## src/design/csp_pkg.sv

```systemverilog
// Shared types and constants for the connection slot pool policy unit.
`timescale 1ns / 1ps
`default_nettype none

package csp_pkg;

  localparam int POOL_SLOTS = 8;
  localparam int IDX_W      = (POOL_SLOTS > 1) ? $clog2(POOL_SLOTS) : 1;
  localparam int CNT_W      = $clog2(POOL_SLOTS + 2);

  localparam int CMD_W    = 2;
  localparam int HOST_W   = 32;
  localparam int PORT_W   = 16;
  localparam int TIME_W   = 32;
  localparam int HANDLE_W = 4;
  localparam int STATUS_W = 3;
  localparam int SLOT_W   = 4;
  localparam int EVICT_W  = 4;
  localparam int TMO_W    = 16;

  localparam logic [SLOT_W-1:0] NO_SLOT       = 4'd8;
  localparam logic [TMO_W-1:0]  TIMEOUT_RESET = 16'd60;

  typedef enum logic [CMD_W-1:0] {
    CMD_ACQUIRE = 2'd0,
    CMD_RELEASE = 2'd1,
    CMD_EVICT   = 2'd2
  } cmd_t;

  typedef enum logic [STATUS_W-1:0] {
    ST_REUSED        = 3'd0,
    ST_NEW_POOLED    = 3'd1,
    ST_NEW_BYPASS    = 3'd2,
    ST_CONNECT_FAIL  = 3'd3,
    ST_SLOT_UPDATED  = 3'd4,
    ST_BYPASS_CLOSED = 3'd5
  } status_t;

  typedef struct packed {
    logic [HOST_W-1:0] host;
    logic [PORT_W-1:0] port;
    logic              secure;
  } key_t;

endpackage

`default_nettype wire

```

## src/design/csp_if.sv

```systemverilog
// Valid/ready channel interfaces for the request and result words of the pool unit.
`timescale 1ns / 1ps
`default_nettype none

interface csp_in_if;
  logic                           valid;
  logic                           ready;
  logic [csp_pkg::CMD_W-1:0]      command;
  logic [csp_pkg::HOST_W-1:0]     host_key;
  logic [csp_pkg::PORT_W-1:0]     port;
  logic                           is_tls;
  logic                           alive;
  logic                           connect_ok;
  logic [csp_pkg::TIME_W-1:0]     now_time;
  logic [csp_pkg::HANDLE_W-1:0]   handle;

  modport source (output valid, command, host_key, port, is_tls, alive, connect_ok,
                  now_time, handle, input ready);
  modport sink (input valid, command, host_key, port, is_tls, alive, connect_ok,
                now_time, handle, output ready);
endinterface

interface csp_out_if;
  logic                         valid;
  logic                         ready;
  csp_pkg::status_t             status;
  logic [csp_pkg::SLOT_W-1:0]   slot;
  logic [csp_pkg::EVICT_W-1:0]  evicted_count;

  modport source (output valid, status, slot, evicted_count, input ready);
  modport sink (input valid, status, slot, evicted_count, output ready);
endinterface

`default_nettype wire

```

## src/design/connection_slot_pool_policy_unit.sv

```systemverilog
// Top level of the connection slot pool policy unit with its slot memories and sequencer.
// Release and evict: dispatch, then done, which loads the result word into the output
// register once it is free or taken. Acquire: dispatch, then the match scan, which ends in
// done when a slot is reused; else the free state, an oldest scan when the pool is full,
// commit and done. The next request can be accepted in the cycle after a result enters the
// output register. Scans read one slot at a time through the single memory read port.
// Synchronous active-low reset empties the pool and loads the idle timeout with 60.
`timescale 1ns / 1ps
`default_nettype none

module connection_slot_pool_policy_unit (
  input  wire logic                       clk,
  input  wire logic                       rst_n,
  csp_in_if.sink                          in_ch,
  csp_out_if.source                       out_ch,
  input  wire logic                       cfg_we,
  input  wire logic [csp_pkg::TMO_W-1:0]  cfg_wdata
);
  import csp_pkg::*;

  typedef enum logic [3:0] {
    S_IDLE,
    S_DISPATCH,
    S_MREAD,
    S_MEVAL,
    S_FREE,
    S_OREAD,
    S_OEVAL,
    S_COMMIT,
    S_DONE
  } state_t;

  state_t state_r, state_nxt;

  logic [TMO_W-1:0]      timeout_r;
  logic [POOL_SLOTS-1:0] valid_r, valid_nxt;
  logic [POOL_SLOTS-1:0] busy_r, busy_nxt;

  logic [CMD_W-1:0]    cmd_r, cmd_nxt;
  logic [HOST_W-1:0]   host_r, host_nxt;
  logic [PORT_W-1:0]   port_r, port_nxt;
  logic                tls_r, tls_nxt;
  logic                alive_r, alive_nxt;
  logic                ok_r, ok_nxt;
  logic [TIME_W-1:0]   now_r, now_nxt;
  logic [HANDLE_W-1:0] handle_r, handle_nxt;

  logic [IDX_W-1:0]  idx_r, idx_nxt;
  logic [IDX_W-1:0]  slot_sel_r, slot_sel_nxt;
  logic              have_slot_r, have_slot_nxt;
  logic              from_oldest_r, from_oldest_nxt;
  logic [TIME_W-1:0] oldest_time_r, oldest_time_nxt;
  logic [CNT_W-1:0]  evict_cnt_r, evict_cnt_nxt;
  status_t           res_status_r, res_status_nxt;
  logic [SLOT_W-1:0] res_slot_r, res_slot_nxt;

  logic              out_valid_r, out_valid_nxt;
  status_t           out_status_r, out_status_nxt;
  logic [SLOT_W-1:0] out_slot_r, out_slot_nxt;
  logic [EVICT_W-1:0] out_evict_r, out_evict_nxt;

  key_t              key_mem_r [POOL_SLOTS];
  logic [TIME_W-1:0] stamp_mem_r [POOL_SLOTS];
  key_t              key_rd_r;
  logic [TIME_W-1:0] stamp_rd_r;
  logic              key_we;
  logic              stamp_we;
  logic [IDX_W-1:0]  wr_addr;
  logic [TIME_W-1:0] stamp_wdata;
  key_t              key_wdata;

  logic             in_accept;
  logic             idx_last;
  logic [IDX_W-1:0] h_idx;
  logic             h_hit;
  logic             key_match;
  logic             expired;
  logic             any_free;
  logic [IDX_W-1:0] first_free;

  assign in_ch.ready         = (state_r == S_IDLE);
  assign in_accept           = in_ch.valid && in_ch.ready;
  assign out_ch.valid        = out_valid_r;
  assign out_ch.status       = out_status_r;
  assign out_ch.slot         = out_slot_r;
  assign out_ch.evicted_count = out_evict_r;

  assign idx_last  = (idx_r == IDX_W'(POOL_SLOTS - 1));
  assign h_idx     = IDX_W'(handle_r);
  assign h_hit     = (32'(handle_r) < POOL_SLOTS) && valid_r[h_idx];
  assign key_match = valid_r[idx_r] && !busy_r[idx_r] && (key_rd_r.host == host_r) &&
                     (key_rd_r.port == port_r) && (key_rd_r.secure == tls_r);
  assign expired   = (now_r >= stamp_rd_r) &&
                     ((now_r - stamp_rd_r) > {{(TIME_W-TMO_W){1'b0}}, timeout_r});
  assign any_free  = ~&valid_r;
  assign key_wdata = '{host: host_r, port: port_r, secure: tls_r};

  always_comb begin
    first_free = '0;
    for (int i = POOL_SLOTS - 1; i >= 0; i--) begin
      if (!valid_r[i]) begin
        first_free = IDX_W'(i);
      end
    end
  end

  always_ff @(posedge clk) begin
    if (key_we) begin
      key_mem_r[wr_addr] <= key_wdata;
    end
    if (stamp_we) begin
      stamp_mem_r[wr_addr] <= stamp_wdata;
    end
    key_rd_r   <= key_mem_r[idx_r];
    stamp_rd_r <= stamp_mem_r[idx_r];
  end

  always_comb begin
    state_nxt       = state_r;
    valid_nxt       = valid_r;
    busy_nxt        = busy_r;
    cmd_nxt         = cmd_r;
    host_nxt        = host_r;
    port_nxt        = port_r;
    tls_nxt         = tls_r;
    alive_nxt       = alive_r;
    ok_nxt          = ok_r;
    now_nxt         = now_r;
    handle_nxt      = handle_r;
    idx_nxt         = idx_r;
    slot_sel_nxt    = slot_sel_r;
    have_slot_nxt   = have_slot_r;
    from_oldest_nxt = from_oldest_r;
    oldest_time_nxt = oldest_time_r;
    evict_cnt_nxt   = evict_cnt_r;
    res_status_nxt  = res_status_r;
    res_slot_nxt    = res_slot_r;
    out_valid_nxt   = out_valid_r;
    out_status_nxt  = out_status_r;
    out_slot_nxt    = out_slot_r;
    out_evict_nxt   = out_evict_r;
    key_we          = 1'b0;
    stamp_we        = 1'b0;
    wr_addr         = slot_sel_r;
    stamp_wdata     = now_r;

    if (out_valid_r && out_ch.ready) begin
      out_valid_nxt = 1'b0;
    end

    case (state_r)
      S_IDLE: begin
        if (in_accept) begin
          cmd_nxt    = in_ch.command;
          host_nxt   = in_ch.host_key;
          port_nxt   = in_ch.port;
          tls_nxt    = in_ch.is_tls;
          alive_nxt  = in_ch.alive;
          ok_nxt     = in_ch.connect_ok;
          now_nxt    = in_ch.now_time;
          handle_nxt = in_ch.handle;
          state_nxt  = S_DISPATCH;
        end
      end
      S_DISPATCH: begin
        evict_cnt_nxt   = '0;
        idx_nxt         = '0;
        have_slot_nxt   = 1'b0;
        from_oldest_nxt = 1'b0;
        oldest_time_nxt = now_r;
        res_status_nxt  = ST_BYPASS_CLOSED;
        res_slot_nxt    = NO_SLOT;
        state_nxt       = S_DONE;
        case (cmd_r)
          CMD_ACQUIRE: begin
            state_nxt = S_MREAD;
          end
          CMD_RELEASE: begin
            if (h_hit) begin
              busy_nxt[h_idx] = 1'b0;
              stamp_we        = 1'b1;
              wr_addr         = h_idx;
              res_status_nxt  = ST_SLOT_UPDATED;
              res_slot_nxt    = handle_r;
            end
          end
          CMD_EVICT: begin
            if (h_hit) begin
              valid_nxt[h_idx] = 1'b0;
              busy_nxt[h_idx]  = 1'b0;
              evict_cnt_nxt    = CNT_W'(1);
              res_status_nxt   = ST_SLOT_UPDATED;
              res_slot_nxt     = handle_r;
            end
          end
          default: begin
            res_status_nxt = ST_BYPASS_CLOSED;
          end
        endcase
      end
      S_MREAD: begin
        state_nxt = S_MEVAL;
      end
      S_MEVAL: begin
        if (key_match && !expired && alive_r) begin
          busy_nxt[idx_r] = 1'b1;
          res_status_nxt  = ST_REUSED;
          res_slot_nxt    = SLOT_W'(idx_r);
          state_nxt       = S_DONE;
        end else begin
          if (key_match) begin
            valid_nxt[idx_r] = 1'b0;
            busy_nxt[idx_r]  = 1'b0;
            evict_cnt_nxt    = evict_cnt_r + CNT_W'(1);
          end
          if (idx_last) begin
            state_nxt = S_FREE;
          end else begin
            idx_nxt   = idx_r + IDX_W'(1);
            state_nxt = S_MREAD;
          end
        end
      end
      S_FREE: begin
        if (any_free) begin
          slot_sel_nxt  = first_free;
          have_slot_nxt = 1'b1;
          state_nxt     = S_COMMIT;
        end else begin
          idx_nxt   = '0;
          state_nxt = S_OREAD;
        end
      end
      S_OREAD: begin
        state_nxt = S_OEVAL;
      end
      S_OEVAL: begin
        if (!busy_r[idx_r] && (stamp_rd_r < oldest_time_r)) begin
          oldest_time_nxt = stamp_rd_r;
          slot_sel_nxt    = idx_r;
          have_slot_nxt   = 1'b1;
          from_oldest_nxt = 1'b1;
        end
        if (idx_last) begin
          state_nxt = S_COMMIT;
        end else begin
          idx_nxt   = idx_r + IDX_W'(1);
          state_nxt = S_OREAD;
        end
      end
      S_COMMIT: begin
        if (from_oldest_r) begin
          valid_nxt[slot_sel_r] = 1'b0;
          busy_nxt[slot_sel_r]  = 1'b0;
          evict_cnt_nxt         = evict_cnt_r + CNT_W'(1);
        end
        if (!ok_r) begin
          res_status_nxt = ST_CONNECT_FAIL;
          res_slot_nxt   = NO_SLOT;
        end else if (have_slot_r) begin
          key_we                = 1'b1;
          stamp_we              = 1'b1;
          valid_nxt[slot_sel_r] = 1'b1;
          busy_nxt[slot_sel_r]  = 1'b1;
          res_status_nxt        = ST_NEW_POOLED;
          res_slot_nxt          = SLOT_W'(slot_sel_r);
        end else begin
          res_status_nxt = ST_NEW_BYPASS;
          res_slot_nxt   = NO_SLOT;
        end
        state_nxt = S_DONE;
      end
      S_DONE: begin
        if (!out_valid_r || out_ch.ready) begin
          out_valid_nxt  = 1'b1;
          out_status_nxt = res_status_r;
          out_slot_nxt   = res_slot_r;
          out_evict_nxt  = EVICT_W'(evict_cnt_r);
          state_nxt      = S_IDLE;
        end
      end
      default: begin
        state_nxt = S_IDLE;
      end
    endcase
  end

  always_ff @(posedge clk) begin
    if (!rst_n) begin
      state_r     <= S_IDLE;
      timeout_r   <= TIMEOUT_RESET;
      valid_r     <= '0;
      busy_r      <= '0;
      out_valid_r <= 1'b0;
    end else begin
      state_r     <= state_nxt;
      valid_r     <= valid_nxt;
      busy_r      <= busy_nxt;
      out_valid_r <= out_valid_nxt;
      if (cfg_we) begin
        timeout_r <= cfg_wdata;
      end
    end
    cmd_r         <= cmd_nxt;
    host_r        <= host_nxt;
    port_r        <= port_nxt;
    tls_r         <= tls_nxt;
    alive_r       <= alive_nxt;
    ok_r          <= ok_nxt;
    now_r         <= now_nxt;
    handle_r      <= handle_nxt;
    idx_r         <= idx_nxt;
    slot_sel_r    <= slot_sel_nxt;
    have_slot_r   <= have_slot_nxt;
    from_oldest_r <= from_oldest_nxt;
    oldest_time_r <= oldest_time_nxt;
    evict_cnt_r   <= evict_cnt_nxt;
    res_status_r  <= res_status_nxt;
    res_slot_r    <= res_slot_nxt;
    out_status_r  <= out_status_nxt;
    out_slot_r    <= out_slot_nxt;
    out_evict_r   <= out_evict_nxt;
  end

`ifndef SYNTH
  a_busy_needs_valid: assert property (@(posedge clk) disable iff (!rst_n)
    (busy_r & ~valid_r) == '0)
    else $error("A slot is marked busy while it is not valid.");

  a_done_loads_output: assert property (@(posedge clk) disable iff (!rst_n)
    (state_r == S_DONE) && (!out_valid_r || out_ch.ready) |=> out_valid_r && (state_r == S_IDLE))
    else $error("A finished result did not enter the output register.");

  a_evict_bound: assert property (@(posedge clk) disable iff (!rst_n)
    (state_r == S_DONE) |-> (32'(evict_cnt_r) <= POOL_SLOTS))
    else $error("The eviction count exceeds the number of slots.");

  a_pooled_slot_busy: assert property (@(posedge clk) disable iff (!rst_n)
    (state_r == S_COMMIT) && ok_r && have_slot_r |=>
      valid_r[$past(slot_sel_r)] && busy_r[$past(slot_sel_r)])
    else $error("A newly pooled slot is not marked valid and busy.");
`endif

endmodule

`default_nettype wire

```

## src/flat_wrapper.sv

```systemverilog
// flat-port wrapper written by rule: the top's interface ports become plain ports
module connection_slot_pool_policy_unit_flat import csp_pkg::*;
  (clk, rst_n, cfg_we, cfg_wdata, in_ch_valid, in_ch_command, in_ch_host_key, in_ch_port, in_ch_is_tls, in_ch_alive, in_ch_connect_ok, in_ch_now_time, in_ch_handle, in_ch_ready, out_ch_valid, out_ch_status, out_ch_slot, out_ch_evicted_count, out_ch_ready);
  csp_in_if in_ch_i ();
  csp_out_if out_ch_i ();
  input  wire logic clk;
  input  wire logic rst_n;
  input  wire logic cfg_we;
  input  wire logic [csp_pkg::TMO_W-1:0] cfg_wdata;
  input wire logic [$bits(in_ch_i.valid)-1:0] in_ch_valid;
  input wire logic [$bits(in_ch_i.command)-1:0] in_ch_command;
  input wire logic [$bits(in_ch_i.host_key)-1:0] in_ch_host_key;
  input wire logic [$bits(in_ch_i.port)-1:0] in_ch_port;
  input wire logic [$bits(in_ch_i.is_tls)-1:0] in_ch_is_tls;
  input wire logic [$bits(in_ch_i.alive)-1:0] in_ch_alive;
  input wire logic [$bits(in_ch_i.connect_ok)-1:0] in_ch_connect_ok;
  input wire logic [$bits(in_ch_i.now_time)-1:0] in_ch_now_time;
  input wire logic [$bits(in_ch_i.handle)-1:0] in_ch_handle;
  output wire logic [$bits(in_ch_i.ready)-1:0] in_ch_ready;
  output wire logic [$bits(out_ch_i.valid)-1:0] out_ch_valid;
  output wire logic [$bits(out_ch_i.status)-1:0] out_ch_status;
  output wire logic [$bits(out_ch_i.slot)-1:0] out_ch_slot;
  output wire logic [$bits(out_ch_i.evicted_count)-1:0] out_ch_evicted_count;
  input wire logic [$bits(out_ch_i.ready)-1:0] out_ch_ready;
  assign in_ch_i.valid = in_ch_valid;
  assign in_ch_i.command = in_ch_command;
  assign in_ch_i.host_key = in_ch_host_key;
  assign in_ch_i.port = in_ch_port;
  assign in_ch_i.is_tls = in_ch_is_tls;
  assign in_ch_i.alive = in_ch_alive;
  assign in_ch_i.connect_ok = in_ch_connect_ok;
  assign in_ch_i.now_time = in_ch_now_time;
  assign in_ch_i.handle = in_ch_handle;
  assign in_ch_ready = in_ch_i.ready;
  assign out_ch_valid = out_ch_i.valid;
  assign out_ch_status = out_ch_i.status;
  assign out_ch_slot = out_ch_i.slot;
  assign out_ch_evicted_count = out_ch_i.evicted_count;
  assign out_ch_i.ready = out_ch_ready;
  connection_slot_pool_policy_unit u_core (.clk(clk), .rst_n(rst_n), .in_ch(in_ch_i), .out_ch(out_ch_i), .cfg_we(cfg_we), .cfg_wdata(cfg_wdata));
endmodule
```

## config.mk

```make
export PLATFORM = sky130hd
export DESIGN_NAME = connection_slot_pool_policy_unit_flat
export DESIGN_NICKNAME = d
export VERILOG_FILES = /design/src/design/csp_pkg.sv /design/src/design/csp_if.sv /design/src/design/connection_slot_pool_policy_unit.sv /design/src/flat_wrapper.sv
export SDC_FILE = /design/constraint.sdc
export NUM_CORES = 1
export LEC_CHECK = 0
export ABC_AREA = 1
export CAP_MARGIN = 10
export CORE_MARGIN = 2
export CORE_UTILIZATION = 25
export CTS_BUF_LIST = sky130_fd_sc_hd__clkbuf_4 sky130_fd_sc_hd__clkbuf_8 sky130_fd_sc_hd__clkbuf_16
export DETAILED_ROUTE_END_ITERATION = 8
export DONT_BUFFER_PORTS = 1
export MAX_ROUTING_LAYER = met4
export PLACE_DENSITY = 0.45
export SLEW_MARGIN = 20
export SYNTH_ARGS = -nofsm -noshare
export SYNTH_HDL_FRONTEND = slang
export SYNTH_SLANG_ARGS = --single-unit
```

## constraint.sdc

```tcl
create_clock -name clk -period 5.3 [get_ports clk]
set_input_delay 0.53 -clock clk [delete_from_list [all_inputs] [get_ports clk]]
set_output_delay 0.53 -clock clk [all_outputs]
set_load 0.05 [all_outputs]
```

* Yosys cells after proc, flatten, opt, wreduce, memory -nomap -nowiden
Memory sizes are Yosys's and may differ from the RTL's. A register that Yosys moved wholly into a read port is not among the register bits. Index checks and enable logic that the tools add are counted.
Word-level totals: bits in writable memories 648, output and inout bits 13, memories 2, input bits 110, register bits after elaboration 188
Operators by class: equality and inequality tests 27, add/subtract/negate cells 3, muxes and demuxes 93, magnitude comparators 10, reductions and logical operators 38, bitwise operators 12
Memory list:
- u_core.key_mem_r | depth 8, bits a word 49, rd ports 1, clocked after memory_dff 1, write ports 1, RTL line connection_slot_pool_policy_unit.sv:62 | key_t key_mem_r [POOL_SLOTS];
- u_core.stamp_mem_r | depth 8, bits a word 32, rd ports 1, clocked after memory_dff 1, write ports 1, RTL line connection_slot_pool_policy_unit.sv:63 | logic [TIME_W-1:0] stamp_mem_r [POOL_SLOTS];
Operator list (count):
- two-way mux 8 bit | 16
- one-hot mux 32 bit (2 select lines) | 1
- two-way mux 3 bit | 20
- two-way mux 4 bit | 13
- AND 8 bit | 6
- one-hot mux 8 bit (3 select lines) | 2
- one-hot mux 4 bit (9 select lines) | 1
- == test 32 bit | 1
- >= comparator 32 bit | 1
- > comparator 32 x 16 -> 1 bit | 1
- less-than comparator 32 bit | 1
- two-way mux 32 bit | 1
- subtractor 32 bit | 1
- inverter 8 bit | 3
- OR 8 bit | 3
- one-hot mux 4 bit (3 select lines) | 2
- two-way mux 1 bit | 22
- == test 16 bit | 1
- == test 4 x 3 -> 1 bit (second input constant) | 4
- != test 2 x 1 -> 1 bit (second input constant) | 8
- logical AND 1 bit | 14
- less-than comparator 3 x 4 -> 1 bit (second input constant) | 3
- one-hot mux 3 bit (4 select lines) | 1
- AND reduction 2 bit | 5
- other kinds (32) | 52

* Logic depth before layout (Yosys ltp)
word-level depth 12, mapped depth 28, gate-level depth less buffers 28

* Least setup slack after synthesis
Ideal clock, no wire load.
path kind register -> register, start point register u_core.handle_r[2], end point memory u_core.stamp_mem_r[1][0] (enable), stages on the path, launching flop included 12, arrival 4695 ps, path slack 104 ps, clock period less this slack 5196 ps, library setup time 502 ps, required time 4798 ps, cell sequence edfxtp_1 -> inv_1 -> nand3_1 -> o22ai_1 -> nor2_1 -> nand4_1 -> inv_1 -> nor2_2 -> nand3_2 -> o21ai_1 -> inv_1 -> nor4_1
On the way: word-level cells in the longest chain between the ends 8
RTL lines:
- from (decl) | RTL line connection_slot_pool_policy_unit.sv:46 | logic [HANDLE_W-1:0] handle_r, handle_nxt;
- from (signal assigned) | RTL line connection_slot_pool_policy_unit.sv:311 | handle_r <= handle_nxt;
- binary-select mux 1 bit (select 3 bit) | RTL line connection_slot_pool_policy_unit.sv:90 | assign h_hit = (32'(handle_r) < POOL_SLOTS) && valid_r[h_idx];
- two-way mux 1 bit (not written as such) | RTL line connection_slot_pool_policy_unit.sv:90
- logical AND 1 bit | RTL line connection_slot_pool_policy_unit.sv:90
- two-way mux 1 bit | RTL line connection_slot_pool_policy_unit.sv:179 | if (h_hit) begin
- two-way mux 1 bit | RTL line connection_slot_pool_policy_unit.sv:174 | case (cmd_r)
- one-hot mux 1 bit (2 select lines) | RTL line connection_slot_pool_policy_unit.sv:151 | case (state_r)
- two-way mux 1 bit | RTL line connection_slot_pool_policy_unit.sv:111 | if (stamp_we) begin
- two-way mux 1 bit (not written as such) | RTL line connection_slot_pool_policy_unit.sv:112 | stamp_mem_r[wr_addr] <= stamp_wdata;
- to (decl) | RTL line connection_slot_pool_policy_unit.sv:63
Parallel ways exist; a longest one is shown, timed or not. The select of a mux whose other input is x is not followed.

* Worst setup path in the final report
start point register u_core.now_r[0], end point register u_core.res_slot_r[3] (enable)
On the way: word-level cells in the longest chain between the ends 8
RTL lines:
- from (decl) | RTL line connection_slot_pool_policy_unit.sv:45 | logic [TIME_W-1:0] now_r, now_nxt;
- from (signal assigned) | RTL line connection_slot_pool_policy_unit.sv:310 | now_r <= now_nxt;
- subtractor 32 bit | RTL line connection_slot_pool_policy_unit.sv:94 | ((now_r - stamp_rd_r) > {{(TIME_W-TMO_W){1'b0}}, timeout_r});
- > comparator 32 x 16 -> 1 bit | RTL line connection_slot_pool_policy_unit.sv:94
- logical AND 1 bit * | RTL line connection_slot_pool_policy_unit.sv:93 | assign expired = (now_r >= stamp_rd_r) &&
- zero test 1 bit * | RTL line connection_slot_pool_policy_unit.sv:205 | if (key_match && !expired && alive_r) begin
- logical AND 1 bit * (2 in series) | RTL line connection_slot_pool_policy_unit.sv:205
- != test 2 x 1 -> 1 bit (no source line) *
- AND reduction 2 bit (no source line) *
- to (signal assigned) | RTL line connection_slot_pool_policy_unit.sv:319 | res_slot_r <= res_slot_nxt;
- to (decl) | RTL line connection_slot_pool_policy_unit.sv:55 | logic [SLOT_W-1:0] res_slot_r, res_slot_nxt;
Every way passes the cells marked *; elsewhere a longest branch is shown, timed or not. A chain may end at the register's enable or synchronous reset.

==> results.cfg <==
[outcome]
outcome = completed

[drt]
route.vias.total = 23100
drc = 0
drt-total-wl_um = 106000
final_antenna_net_count = 0
drtPass1Iterations = 6
viasPerCell = 4.54
drt-wirelength-per-cell_um = 20.8
drt_iter0_drc = 1571

[cells_and_area]
fin_nets = 3263
stdcell_area_um2 = 44100
layout-drive-gt1-share_pct = 9.12
layout_common_cells = edfxtp_1, nand2_1, inv_1
final_common_cell = edfxtp_1
syn2layout_area_growth_pct = 19.6
stdcell_count = 5083

[logic_synthesis]
yosys.area_share.simple_pct = 11.3
synth_cell_types = 53
synth_compound_area_share_pct = 8.78
yosys_warnings = 0
synthFlopType = edfxtp_1
synth_top_family_by_area = simple AND/OR/NAND/NOR gates
yosys.area.top_type = edfxtp_1
yosys.area.top_type_share_pct = 65.0
synthAdderAreaFrac_pct = 2.90
synthArstFlopShare_pct = 0
avgSynthCellArea_um2 = 12.7
synthCells = 2908
synth-edff-count = 799
syn_nets = 3103
synth_xor_area_share_pct = 1.40
muxShareOfSynthArea_pct = 0
synth_area_leaders = edfxtp_1, dfxtp_1, nand2_1, inv_1, ha_1
syn_area_um2 = 36900
ys_seq_area_share_pct = 71.4
ys_ff_latch = 917

[die]
initial_utilization_pct = 25.3
die_w_um = 388
coreArea_um2 = 146000
ios = 123
std_cell_rows = 140
die_area_um2 = 151000
die_y_um = 388

[sta]
fin_ws_ns = 0.793
fin_skew_ns = 0.0695
hold_viol = 0
setup_viol = 0
report.final.slew_viol_count = 0
period_share_pct = 85.0
tns_ns = 0
clock.fmax_mhz = 222
worst_pin_slew_ns = 0.944
finalCriticalPeriod_ns = 4.51
grt_setup_unrepaired = false
max_slew_margin_pct = 37.0

[clock_tree]
root_buffer = clkbuf_16
numCtsBuffers = 103
clkLatencyLatePin_ns = 0.72
cts_tree = done
cts_sinks = 917
clockBufferDepth = 3
htreeDepth = 3
clk_pin_slew_ns = 0.06

[power_and_ir_drop]
vdd_ir_drop_max_mv = 0.285
p_leak_nw = 15.8
powerDensity_nw_per_um2 = 401

[global_route]
antenna_found_initial = 13
grt_pass1_wl_um = 157000
grt_pass1_vias = 23200
grt_max_degree = 67
grt_use_total_pct = 14.3
globalRouteOverflowTotal = 0

[setup_path]
path_max_fanout = 11
cp_num_buf_inv = 2
crit_path_cell_trace = inv_1 -> ha_1 -> fa_1 -> inv_1 -> nand2_1 -> nand2_1 -> nand3_1 -> nand2_1 -> xor2_1 -> ha_1 -> nand4_1 -> nor3_1 -> nand3_1 -> nand2_1 -> nand3_1 -> nor2_1 -> nand2_1 -> nor2_1 -> nand2_1 -> nand2_2 -> nand2_1 -> a21oi_1
critPathLaunchType = flop
arrival_ns = 4.84
slowest_delay_ns = 0.64
cp_slowest_cell = a21oi_1
cp_common_cell = nand2_1
crit_family = simple AND/OR/NAND/NOR gates
path_class = flop to flop
crit_required_ns = 5.63
end_kind = flop

[placed_design]
placed_area_um2 = 39600
dpl_worst_slack_ns = 0.671
gp_congestion = 0.883
dp.cells = 4780
place.port_buffers = 0
hpwl_um = 63900

[flow_run]
drv_cap = 0

[hold_path]
hold_path_class = input pin to flop
## per-stage QoR
step / util (%) / hold WS (ns) / power, mW
floorplan: - / 0.400 / 9.81
global placement: 27.1 / 0.406 / 10.5
detailed placement: 27.1 / 0.405 / 10.5
CTS: 30.2 / 0.0105 / 17.9
global route: 30.2 / 0.0365 / 18.5
finish: 30.2 / 0.0669 / 17.7
## sequential cells by signal, summed over array words and instances (netlist names), 3 cells and up
register,count
u_core.busy_r,8
u_core.now_r,32
u_core.key_rd_r,49
u_core.out_ch.status,3
u_core.idx_r,3
u_core.oldest_time_r,32
u_core.out_ch.slot,4
u_core.timeout_r,16
u_core.stamp_mem_r,256
u_core.evict_cnt_r,4
u_core.state_r,4
u_core.slot_sel_r,3
u_core.handle_r,4
u_core.stamp_rd_r,32
u_core.key_mem_r,392
u_core.res_slot_r,4
u_core.host_r,32
u_core.out_ch.evicted_count,4
u_core.res_status_r,3
u_core.port_r,16
u_core.valid_r,8
## final cells by class
class,count,area [um^2]
Multi-Input combinational cell,1588,9150
Clock buffer,145,2960
Fill cell,14900,102000
Sequential cell,917,26400
Tap cell,1917,2400
Inverter,311,1190
Timing Repair Buffer,147,1480
Clock inverter,49,562
Antenna cell,9,22.5
## layer usage
metal / vias up / GRT usage [%] / routed length [um]
met5: - / - / 0
met3: 138 / 2.17 / 4260
met4: 0 / 3.28 / 1990
met1: 11600 / 19.7 / 51500
li1: 10900 / - / -
met2: 498 / 22.3 / 48000
## report_power, final
| group | internal [mW] | total [mW] | switching, mW | leakage (nW) |
|---|---|---|---|---|
| logic | 0.683 | 1.97 | 1.28 | 5.80 |
| registers | 8.17 | 8.45 | 0.285 | 8.23 |
| clock network | 4.24 | 7.27 | 3.02 | 1.76 |
| total | 13.1 | 17.7 | 4.59 | 15.8 |
## cells in the mapped netlist (3+ instances only)
| library cell | count |
|---|---|
| a221oi_1 | 83 |
| ha_1 | 84 |
| dfxtp_1 | 118 |
| nor3_2 | 4 |
| nand4_1 | 86 |
| inv_2 | 4 |
| clkbuf_1 | 65 |
| nor2_1 | 137 |
| a211oi_1 | 4 |
| nor4_1 | 9 |
| buf_1 | 21 |
| buf_6 | 3 |
| a22o_1 | 59 |
| xor2_1 | 37 |
| o21ai_0 | 93 |
| and2_1 | 7 |
| or2_2 | 4 |
| inv_1 | 306 |
| a22oi_1 | 96 |
| o221ai_1 | 3 |
| nand3_1 | 72 |
| o31ai_1 | 5 |
| nand2_2 | 5 |
| xnor2_1 | 22 |
| edfxtp_1 | 799 |
| nor3_1 | 30 |
| nand3b_1 | 5 |
| and3_1 | 3 |
| o22ai_1 | 13 |
| o21ai_1 | 3 |
| a21oi_1 | 91 |
| nor2_2 | 5 |
| nand2_1 | 601 |
| o211ai_1 | 6 |
| nand3_2 | 4 |
## logic make-up after synthesis
| family | Yosys count |
|---|---|
| AOI/OAI and AO/OA | 469 |
| xor gates and xnor gates | 59 |
| adders and majority gates | 85 |
| buffers and inverters | 403 |
| DFF | 917 |
| and+or+nand+nor | 975 |
## path summary, 6_finish.rpt
kind | start | end | depth (start not counted) | slack (ns)
worst max register to register | u_core.now_r[0] | u_core.res_slot_r[3] | 22 | 0.79
worst min-delay path | rst_n | u_core.timeout_r[13] | 2 | 0.07
worst max-delay path | u_core.now_r[0] | u_core.res_slot_r[3] | 22 | 0.79
worst min register to register | u_core.res_slot_r[3] | u_core.out_ch.slot[3] | 0 | 0.42
## what timing repair did
| item | 4_1_cts | 5_1_grt |
|---|---|---|
| gates resized for setup | 0 | 0 |
| hold endpoints to repair | 119 | 0 |
| hold buffers | 100 | 0 |
| setup buffers | 0 | 0 |
(Power assumes the default switching activity.)
